--- config.mk ---
export PLATFORM = sky130hd
export DESIGN_NAME = sha1_stream_hasher_top
export DESIGN_NICKNAME = d
export VERILOG_FILES = /design/src/rtl/sha1sh_pkg.sv /design/src/rtl/sha1sh_round.sv /design/src/rtl/sha1sh_sched.sv /design/src/rtl/sha1_stream_hasher_top.sv
export SDC_FILE = /design/constraint.sdc
export NUM_CORES = 2
export LEC_CHECK = 0
export BUFFER_PORTS_ARGS = -buffer_cell sky130_fd_sc_hd__buf_4
export CELL_PAD_IN_SITES_DETAIL_PLACEMENT = 0
export CELL_PAD_IN_SITES_GLOBAL_PLACEMENT = 1
export CORE_ASPECT_RATIO = 1.25
export CORE_MARGIN = 10
export CORE_UTILIZATION = 52
export DETAILED_ROUTE_END_ITERATION = 12
export PLACE_DENSITY_LB_ADDON = 0.1
export SYNTH_ARGS = -nofsm -noshare
export SYNTH_HDL_FRONTEND = slang
export SYNTH_HIERARCHICAL = 1
export SYNTH_SLANG_ARGS = --single-unit
--- constraint.sdc ---
create_clock -name clk -period 12.9 [get_ports clk]
set_clock_uncertainty 0.15 [all_clocks]
set_input_delay 1.29 -clock clk [delete_from_list [all_inputs] [get_ports clk]]
set_output_delay 1.29 -clock clk [all_outputs]
set_load 0.005 [all_outputs]
--- src/rtl/sha1sh_pkg.sv ---
// sha1sh_pkg: shared types and constants of the SHA-1 stream hasher.
// Used by sha1sh_round, sha1sh_sched and sha1_stream_hasher_top.
package sha1sh_pkg;

	typedef struct packed {
		logic [7:0] data_byte;
		logic       has_byte;
		logic       last;
	} item_t;

	typedef struct packed {
		logic [31:0] digest_word;
		logic [2:0]  word_index;
		logic        last_word;
	} result_t;

	// working variables of the compression
	typedef struct packed {
		logic [31:0] a;
		logic [31:0] b;
		logic [31:0] c;
		logic [31:0] d;
		logic [31:0] e;
	} work_t;

	typedef enum logic [1:0] {
		SCHED_HOLD,
		SCHED_LOAD,
		SCHED_ROUND
	} sched_op_t;

	typedef struct packed {
		sched_op_t op;
		logic      expand;
	} sched_ctrl_t;

	typedef enum logic [2:0] {
		S_IDLE,
		S_PAD,
		S_RUN,
		S_ADD,
		S_EMIT
	} state_t;

	localparam logic [31:0] K0 = 32'h5A827999;
	localparam logic [31:0] K1 = 32'h6ED9EBA1;
	localparam logic [31:0] K2 = 32'h8F1BBCDC;
	localparam logic [31:0] K3 = 32'hCA62C1D6;

	localparam logic [31:0] H_INIT [5] = '{
		32'h67452301, 32'hEFCDAB89, 32'h98BADCFE, 32'h10325476, 32'hC3D2E1F0
	};

	localparam logic [7:0] PAD_BYTE   = 8'h80;
	localparam logic [6:0] LAST_ROUND = 7'd79;
	localparam logic [2:0] LAST_WORD  = 3'd4;

endpackage

--- src/rtl/sha1sh_round.sv ---
// sha1sh_round: one SHA-1 round, shared by all 80 rounds of a block.
// Depends on sha1sh_pkg (work_t, round constants).
module sha1sh_round (
	input  sha1sh_pkg::work_t cur,
	input  logic [31:0]       x,
	input  logic [6:0]        rnd,
	output sha1sh_pkg::work_t nxt
);

	logic [31:0] f;
	logic [31:0] k;

	always_comb begin
		if (rnd < 7'd20) begin
			f = (cur.b & cur.c) | (~cur.b & cur.d);
			k = sha1sh_pkg::K0;
		end else if (rnd < 7'd40) begin
			f = cur.b ^ cur.c ^ cur.d;
			k = sha1sh_pkg::K1;
		end else if (rnd < 7'd60) begin
			f = (cur.b & cur.c) | (cur.b & cur.d) | (cur.c & cur.d);
			k = sha1sh_pkg::K2;
		end else begin
			f = cur.b ^ cur.c ^ cur.d;
			k = sha1sh_pkg::K3;
		end
	end

	assign nxt.a = {cur.a[26:0], cur.a[31:27]} + f + cur.e + k + x;
	assign nxt.b = cur.a;
	assign nxt.c = {cur.b[1:0], cur.b[31:2]};
	assign nxt.d = cur.c;
	assign nxt.e = cur.d;

endmodule

--- src/rtl/sha1sh_sched.sv ---
// sha1sh_sched: 16-word message window as a shift line; loads message
// words and expands the schedule in place. Depends on sha1sh_pkg.
module sha1sh_sched (
	input  logic                    clk,
	input  sha1sh_pkg::sched_ctrl_t ctrl,
	input  logic [31:0]             word_in,
	output logic [31:0]             x
);

	logic [31:0] win_q [16];
	logic [31:0] mix;
	logic [31:0] push;

	// taps: w[i-3], w[i-8], w[i-14], w[i-16]
	assign mix  = win_q[13] ^ win_q[8] ^ win_q[2] ^ win_q[0];
	assign x    = ctrl.expand ? {mix[30:0], mix[31]} : win_q[0];
	assign push = (ctrl.op == sha1sh_pkg::SCHED_LOAD) ? word_in : x;

	always_ff @(posedge clk) begin
		if (ctrl.op != sha1sh_pkg::SCHED_HOLD) begin
			for (int j = 0; j < 15; j++) begin
				win_q[j] <= win_q[j+1];
			end
			win_q[15] <= push;
		end
	end

endmodule

--- src/rtl/sha1_stream_hasher_top.sv ---
// sha1_stream_hasher_top: byte-stream SHA-1 with a sequencer around one shared round unit.
// A byte that completes a 64-byte block starts a compression of the block (80 rounds + add).
// A last beat pads one word per cycle and compresses once or twice, then offers the
// five digest words, one beat per cycle while result_stall is low.
// item_stall is high while a block compresses, pads or the digest is out.
// Reset (arst_n low) loads the initial chaining value and clears the byte count.
module sha1_stream_hasher_top (
	input  logic                clk,
	input  logic                arst_n,
	input  logic                item_valid,
	output logic                item_stall,
	input  sha1sh_pkg::item_t   item,
	output logic                result_valid,
	input  logic                result_stall,
	output sha1sh_pkg::result_t result
);

	sha1sh_pkg::state_t      state_q, state_d;
	sha1sh_pkg::sched_ctrl_t sch;
	sha1sh_pkg::work_t       wk_q, wk_nxt, chain_w;

	logic [60:0] bc_q, bc_inc;
	logic [31:0] cur_q, cur_new, pad_lane, pad_word, word_in, x;
	logic [31:0] chain_q [5];
	logic [31:0] emit_word;
	logic [6:0]  rnd_q;
	logic [3:0]  wp_q;
	logic [2:0]  idx_q;
	logic [5:0]  pos, pos_nx;
	logic        fin_q, pad80_q, lenblk_q, done_q;
	logic        item_acc, byte_acc, blk_full, res_acc;

	assign item_acc = item_valid & ~item_stall;
	assign byte_acc = item_acc & item.has_byte;
	assign res_acc  = result_valid & ~result_stall;
	assign pos      = bc_q[5:0];
	assign bc_inc   = bc_q + 61'd1;
	assign pos_nx   = byte_acc ? bc_inc[5:0] : pos;
	assign blk_full = byte_acc && (pos == 6'd63);

	always_comb begin
		case (pos[1:0])
			2'd0:    cur_new = {item.data_byte, cur_q[23:0]};
			2'd1:    cur_new = {cur_q[31:24], item.data_byte, cur_q[15:0]};
			2'd2:    cur_new = {cur_q[31:16], item.data_byte, cur_q[7:0]};
			default: cur_new = {cur_q[31:8], item.data_byte};
		endcase
	end

	// word holding the pad byte: earlier bytes kept, later lanes zero
	always_comb begin
		case (bc_q[1:0])
			2'd0:    pad_lane = {sha1sh_pkg::PAD_BYTE, 24'h0};
			2'd1:    pad_lane = {cur_q[31:24], sha1sh_pkg::PAD_BYTE, 16'h0};
			2'd2:    pad_lane = {cur_q[31:16], sha1sh_pkg::PAD_BYTE, 8'h0};
			default: pad_lane = {cur_q[31:8], sha1sh_pkg::PAD_BYTE};
		endcase
	end

	always_comb begin
		if (pad80_q) begin
			pad_word = pad_lane;
		end else if (lenblk_q && wp_q == 4'd14) begin
			pad_word = bc_q[60:29];
		end else if (lenblk_q && wp_q == 4'd15) begin
			pad_word = {bc_q[28:0], 3'b000};
		end else begin
			pad_word = 32'h0;
		end
	end

	assign word_in = (state_q == sha1sh_pkg::S_PAD) ? pad_word : cur_new;

	assign chain_w = {chain_q[0], chain_q[1], chain_q[2], chain_q[3], chain_q[4]};

	sha1sh_sched u_sched (
		.clk     (clk),
		.ctrl    (sch),
		.word_in (word_in),
		.x       (x)
	);

	sha1sh_round u_round (
		.cur (wk_q),
		.x   (x),
		.rnd (rnd_q),
		.nxt (wk_nxt)
	);

	// next state
	always_comb begin
		state_d = state_q;
		unique case (state_q)
			sha1sh_pkg::S_IDLE: begin
				if (blk_full) begin
					state_d = sha1sh_pkg::S_RUN;
				end else if (item_acc && item.last) begin
					state_d = sha1sh_pkg::S_PAD;
				end
			end
			sha1sh_pkg::S_PAD: begin
				if (wp_q == 4'd15) begin
					state_d = sha1sh_pkg::S_RUN;
				end
			end
			sha1sh_pkg::S_RUN: begin
				if (rnd_q == sha1sh_pkg::LAST_ROUND) begin
					state_d = sha1sh_pkg::S_ADD;
				end
			end
			sha1sh_pkg::S_ADD: begin
				if (!fin_q) begin
					state_d = sha1sh_pkg::S_IDLE;
				end else if (done_q) begin
					state_d = sha1sh_pkg::S_EMIT;
				end else begin
					state_d = sha1sh_pkg::S_PAD;
				end
			end
			sha1sh_pkg::S_EMIT: begin
				if (res_acc && idx_q == sha1sh_pkg::LAST_WORD) begin
					state_d = sha1sh_pkg::S_IDLE;
				end
			end
			default: state_d = sha1sh_pkg::S_IDLE;
		endcase
	end

	// outputs
	always_comb begin
		item_stall   = 1'b1;
		result_valid = 1'b0;
		sch.op       = sha1sh_pkg::SCHED_HOLD;
		sch.expand   = 1'b0;
		unique case (state_q)
			sha1sh_pkg::S_IDLE: begin
				item_stall = 1'b0;
				if (byte_acc && pos[1:0] == 2'd3) begin
					sch.op = sha1sh_pkg::SCHED_LOAD;
				end
			end
			sha1sh_pkg::S_PAD: sch.op = sha1sh_pkg::SCHED_LOAD;
			sha1sh_pkg::S_RUN: begin
				sch.op     = sha1sh_pkg::SCHED_ROUND;
				sch.expand = (rnd_q >= 7'd16);
			end
			sha1sh_pkg::S_ADD: ;
			sha1sh_pkg::S_EMIT: result_valid = 1'b1;
			default: ;
		endcase
	end

	always_comb begin
		case (idx_q)
			3'd0:    emit_word = chain_q[0];
			3'd1:    emit_word = chain_q[1];
			3'd2:    emit_word = chain_q[2];
			3'd3:    emit_word = chain_q[3];
			default: emit_word = chain_q[4];
		endcase
	end

	assign result.digest_word = emit_word;
	assign result.word_index  = idx_q;
	assign result.last_word   = (idx_q == sha1sh_pkg::LAST_WORD);

	always_ff @(posedge clk or negedge arst_n) begin
		if (!arst_n) begin
			state_q  <= sha1sh_pkg::S_IDLE;
			bc_q     <= '0;
			rnd_q    <= '0;
			wp_q     <= '0;
			idx_q    <= '0;
			fin_q    <= 1'b0;
			pad80_q  <= 1'b0;
			lenblk_q <= 1'b0;
			done_q   <= 1'b0;
			for (int i = 0; i < 5; i++) begin
				chain_q[i] <= sha1sh_pkg::H_INIT[i];
			end
		end else begin
			state_q <= state_d;
			unique case (state_q)
				sha1sh_pkg::S_IDLE: begin
					if (byte_acc) begin
						bc_q <= bc_inc;
					end
					if (item_acc) begin
						fin_q    <= item.last;
						pad80_q  <= 1'b1;
						lenblk_q <= (pos_nx < 6'd56);
						done_q   <= 1'b0;
						wp_q     <= pos_nx[5:2];
					end
					rnd_q <= '0;
				end
				sha1sh_pkg::S_PAD: begin
					wp_q    <= wp_q + 4'd1;
					pad80_q <= 1'b0;
					rnd_q   <= '0;
					if (wp_q == 4'd15 && lenblk_q) begin
						done_q <= 1'b1;
					end
				end
				sha1sh_pkg::S_RUN: rnd_q <= rnd_q + 7'd1;
				sha1sh_pkg::S_ADD: begin
					chain_q[0] <= chain_q[0] + wk_q.a;
					chain_q[1] <= chain_q[1] + wk_q.b;
					chain_q[2] <= chain_q[2] + wk_q.c;
					chain_q[3] <= chain_q[3] + wk_q.d;
					chain_q[4] <= chain_q[4] + wk_q.e;
					lenblk_q   <= 1'b1;
				end
				sha1sh_pkg::S_EMIT: begin
					if (res_acc) begin
						if (idx_q == sha1sh_pkg::LAST_WORD) begin
							idx_q <= '0;
							bc_q  <= '0;
							for (int i = 0; i < 5; i++) begin
								chain_q[i] <= sha1sh_pkg::H_INIT[i];
							end
						end else begin
							idx_q <= idx_q + 3'd1;
						end
					end
				end
				default: ;
			endcase
		end
	end

	// datapath registers, no reset
	always_ff @(posedge clk) begin
		if (byte_acc) begin
			cur_q <= cur_new;
		end
		if (state_q == sha1sh_pkg::S_RUN) begin
			wk_q <= wk_nxt;
		end else begin
			wk_q <= chain_w;
		end
	end

	a_block_start: assert property (@(posedge clk) disable iff (!arst_n)
		blk_full |=> state_q == sha1sh_pkg::S_RUN && rnd_q == 7'd0)
		else $error("full block did not start compression");

	a_round_end: assert property (@(posedge clk) disable iff (!arst_n)
		(state_q == sha1sh_pkg::S_RUN && rnd_q == sha1sh_pkg::LAST_ROUND)
		|=> state_q == sha1sh_pkg::S_ADD)
		else $error("compression did not end after round 79");

	a_emit_done: assert property (@(posedge clk) disable iff (!arst_n)
		(res_acc && result.last_word) |=> state_q == sha1sh_pkg::S_IDLE && bc_q == 61'd0
		&& chain_q[0] == sha1sh_pkg::H_INIT[0])
		else $error("state not restored after final digest beat");

endmodule

Yosys cells after proc, flatten, opt, wreduce, memory -nomap -nowiden
Memory sizes are Yosys's and may differ from the RTL's. Cells that the tools add are included. W data, S select, Z words.

Memory bits (writable): 512. Register bits: 434. Memories kept: 1. Word-level logic and storage cells: 155. Output and inout port bits: 38. Bits of input ports: 14.

Bitwise gates (word level): 17. Reductions and logical operators: 24. Equality and inequality tests: 25. Add/subtract/negate cells: 13. Muxes and demuxes: 50. $lt $le $gt $ge: 5.

Memory list: u_sched.win_q (depth 16, width 32, read ports 16, clocked after memory_dff 0, wr ports 16, RTL line sha1sh_sched.sv:10) `logic [31:0] win_q [16];`.

Operator list (number): $mux W160 (3); $mux W32 (11); $pmux W160 S2 (1); $add A32 B32 Y32 (9); $pmux W32 S3 (2); $mux W61 (3); $xor A32 B32 Y32 (5); $and A32 B32 Y32 (4); $pmux W32 S4 (1); $pmux W61 S2 (1); $or A32 B32 Y32 (3); $add A61 B1 Y61 const B (1); $not A32 Y32 (1); $mux W31 (1); $mux W3 (8); $ne A2 B2 Y1 const B (8); $pmux W3 S5 (1); $lt A7 B6 Y1 const B (2); $pmux W7 S2 (1); $eq A3 B2 Y1 const B (4); $reduce_bool A2 Y1 (6); $mux W1 (10); $eq A4 B4 Y1 const B (2); $pmux W4 S2 (1); 26 further kinds (45).

Logic depth before layout (Yosys ltp)
Word-level depth: 11. Depth in mapped cells: 28. Gate-level depth less buffers: 21.

Modules after synthesis
Netlist, hierarchy kept.

Modules (own cells, without submodules): sha1_stream_hasher_top (seq. area each 10319.9 um^2, times used 1, area each 25978.7 um^2, cells an instance 3098); sha1sh_sched (seq. area each 15374.7 um^2, times used 1, area each 17431.7 um^2, cells an instance 794); sha1sh_round (seq. area each 0.0 um^2, times used 1, area each 6628.9 um^2, cells an instance 780).

Worst setup path after synthesis
No wires, ideal clock.

Path type: input port to flip-flop. Start: input item_valid. End: memory u_sched.win_q[0][0], enable pin. Setup time: 0.667 ns. Required time: 12.083 ns. Arrival time: 9.341 ns. Slack: 2.743 ns. Stages on the path: 7. Cells stage by stage: and2_1 nand2_1 inv_1 clkbuf_1 nand2_1 a21oi_1 or2_2.

RTL lines: start, declared (RTL line sha1_stream_hasher_top.sv:10) `input logic item_valid,`; end, declared (RTL line sha1sh_sched.sv:10).

==> reports/metrics.yaml <==
yosysMostFrequentCell: "nand2_1"
r2r_slack_ps: 6090
hold_path_class: "reg2reg"
grt_max_degree: 218
ant_nets: 0
cts.repair.resized: 0
critPathSlowestCell: "nor2_4"
path_depth: 20
setup_viol: 0
vias_per_cell: 5.79
max_slew_margin_pct: 22.6
slew_violations: 0
path_cells: "or3b_4 > nor2_4 > nor2_1 > a21oi_1 > inv_1 > fa_1 > fa_1 > inv_1 > fa_1 > ha_1 > fa_1 > a211oi_1 > o21ai_0 > o211ai_1 > a211oi_1 > or4_4 > a31oi_4 > xnor2_1 > nand2_1 > nand2_1"
num_vias: 34300
antenna_found_initial: 0
finalHoldViolCount: 0
wl_per_cell_um: 22.8
ys_types: 101
max_freq_mhz: 147
clk_pin_slew_worst_paths_ps: 60
critPathMostFrequentCell: "fa_1"
syn_avg_cell_area_um2: 10.7
worstHoldStart: "u_sched/win_q[7][61]"
die_x_um: 297
cp-start-kind: "flop"
synth.largest_area_cell: "edfxtp_1"
htree_levels: 3
die_y_um: 367
core.rowCount: 127
filler_cell_count: 8369
crit_family: "simple AND/OR/NAND/NOR gates"
reg2reg_depth: 20
synth_nets: 5016
die-area_um2: 109000
grt_pass1_vias: 33700
synth-main-ff-cell: "edfxtp_1"
dpl.hpwl_mm: 95.5
slowest_delay_ps: 770
max-clock-path-buffers: 3
root_buffer: "clkbuf_16"
cp.arrival_ps: 7310
required_ps: 13400
synth_seq_cells: 946
clkLatencyLatePin_ps: 720
grt_pass1_wl_mm: 207
cts_setup_buffers: 0
fin_nets: 4891
wirelength_mm: 135
overflow: 0
tightest_slew_ps: 1160
drive_gt1_share_pct: 9.05
async_reset_ff_share_pct: 25.6
status: "complete, no violations"
crit_start: "state_q[2]"
syn-cell-area_um2: 50000
drc: 0
tns_ps: 0
io_pins: 52
drt_iter0_drc: 2923
synthTopCellsByArea: "edfxtp_1 (33%), dfrtp_1 (8.1%), dfxtp_1 (6.4%), nand2_1 (5.6%), ha_1 (5.1%)"
core_um2: 95700
syn_inst: 4672
cts.sink_count: 946
synth_top_cell_area_share_pct: 32.6
yosys-top-cells-count: "nand2_1 (743), edfxtp_1 (544), nor2_1 (307)"
gp_congestion: 0.908
endpoint_kind: "flop"
port_buffers: 51
area_delta_synth_final_pct: 8.01
r2r-start: "state_q[2]"
numCtsBuffers: 98
max_cap_violations: 0
synth-edff-count: 544
grt_usage_pct: 24.3
crit_type: "reg2reg"
yosysWarnings: 6
antenna_cells: 0
ctsHoldBuffers: 0
crit_fanout: 54
min_period_over_period_pct: 52.8
grt_setup_unrepaired: "false"
r2r-end: "wk_q[159]"
synth-seq-area-share_pct: 51.3
fin_crit_ps: 6810
drtPass1Iterations: 5
cp_num_buf_inv: 2
cts_tree: "built"
start_util_pct: 52.3
crit_end: "wk_q[159]"
-- stage by stage --
stage	setup WS (ps)	cell area [um2]	std cells	hold WS [ps]	util (%)
2_1_floorplan	2740	50000	4672	250	-
3_3_place_gp	6210	50700	5737	250	53.0
3_5_place_dp	6120	50700	5737	255	53.0
4_1_cts	6080	54000	5920	250	56.5
5_1_grt	5540	54000	5920	260	56.5
6_report	6090	54000	5920	261	56.5
-- layer usage --
layer  wire [um]  vias to the layer above  global-route usage [%]
met5           0                        -                       0
met4        3390                        0                    7.18
met3        5850                      157                    2.43
met2       65200                      781                    40.4
met1       60800                    17100                    33.5
li1            -                    16200                       -
-- area by class of cell --
type	count	area, um2	area share [%]
multi-input cells	3178	21800	40.4
flip-flops and latches	946	25700	47.5
inverters	232	876	1.62
well taps	1290	1610	2.99
clock buffers	128	2660	4.91
repair buffers	91	716	1.32
clock inverters	55	677	1.25
-- placed cells by master, fill, tap and decap left out, types with 19 or more instances in the layout --
| cell | instances |
|---|---|
| o211ai_2 | 31 |
| buf_4 | 88 |
| a22oi_1 | 84 |
| a221o_1 | 23 |
| o21ai_0 | 200 |
| nor2b_1 | 35 |
| mux2i_1 | 29 |
| inv_1 | 231 |
| dfrtp_1 | 162 |
| or3_1 | 28 |
| dfxtp_1 | 160 |
| nand2b_1 | 26 |
| edfxtp_1 | 544 |
| dfstp_2 | 80 |
| nand2_1 | 743 |
| fa_1 | 125 |
| nand4_1 | 33 |
| xor2_1 | 177 |
| clkbuf_1 | 21 |
| clkbuf_16 | 98 |
| nor3_1 | 25 |
| nand3b_1 | 41 |
| xnor2_1 | 117 |
| a21oi_1 | 271 |
| o21a_1 | 31 |
| ha_1 | 205 |
| o211ai_1 | 23 |
| a22o_1 | 56 |
| and3_1 | 49 |
| a21o_1 | 103 |
| nand3_1 | 72 |
| a31oi_1 | 71 |
| nor2_1 | 304 |
| o21bai_1 | 19 |
-- state kept, by name, indices dropped and copies added (netlist names) --
signal and count:
lenblk_q 1, rnd_q 7, pad80_q 1, idx_q 3, bc_q 61, wk_q 160
done_q 1, fin_q 1, u_sched/win_q 512, state_q 3, chain_q 160, wp_q 4
cur_q 32
-- worst min path at each step --
| stage | slack, ps | depth (start not counted) | to |
|---|---|---|---|
| 2_1_floorplan | 250 | 0 | u_sched/win_q[0][0] |
| 3_3_place_gp | 250 | 0 | u_sched/win_q[4][23] |
| 3_5_place_dp | 250 | 0 | u_sched/win_q[0][21] |
| 4_1_cts | 250 | 0 | u_sched/win_q[7][29] |
| 5_1_grt | 260 | 0 | u_sched/win_q[7][29] |
| 6_report | 260 | 0 | u_sched/win_q[7][29] |
-- worst reg2reg max path, stage by stage (launching register included) --
cell and delay [ps]:
dfrtp_1 460, or3b_4 720, nor2_4 810, nor2_1 130
a21oi_1 140, inv_1 80, fa_1 510, fa_1 500
inv_1 60, fa_1 470, ha_1 230, fa_1 480
a211oi_1 340, o21ai_0 150, o211ai_1 260, a211oi_1 270
or4_4 580, a31oi_4 140, xnor2_1 130, nand2_1 60
nand2_1 60
-- kinds of logic after synthesis --
logic type      after synthesis  share of synthesized area (%)
compound gates             1071                           14.4
flops                       946                           51.3
xor+xnor                    294                           5.15
simple gates               1446                           13.0
mux                          37                          0.760
fa+ha+maj                   330                           10.1
buf+inv                     548                           5.23
Power is left out: the tool's default activity adds up to more than one toggle a clock period on the data nets, which glitch-free logic cannot reach.
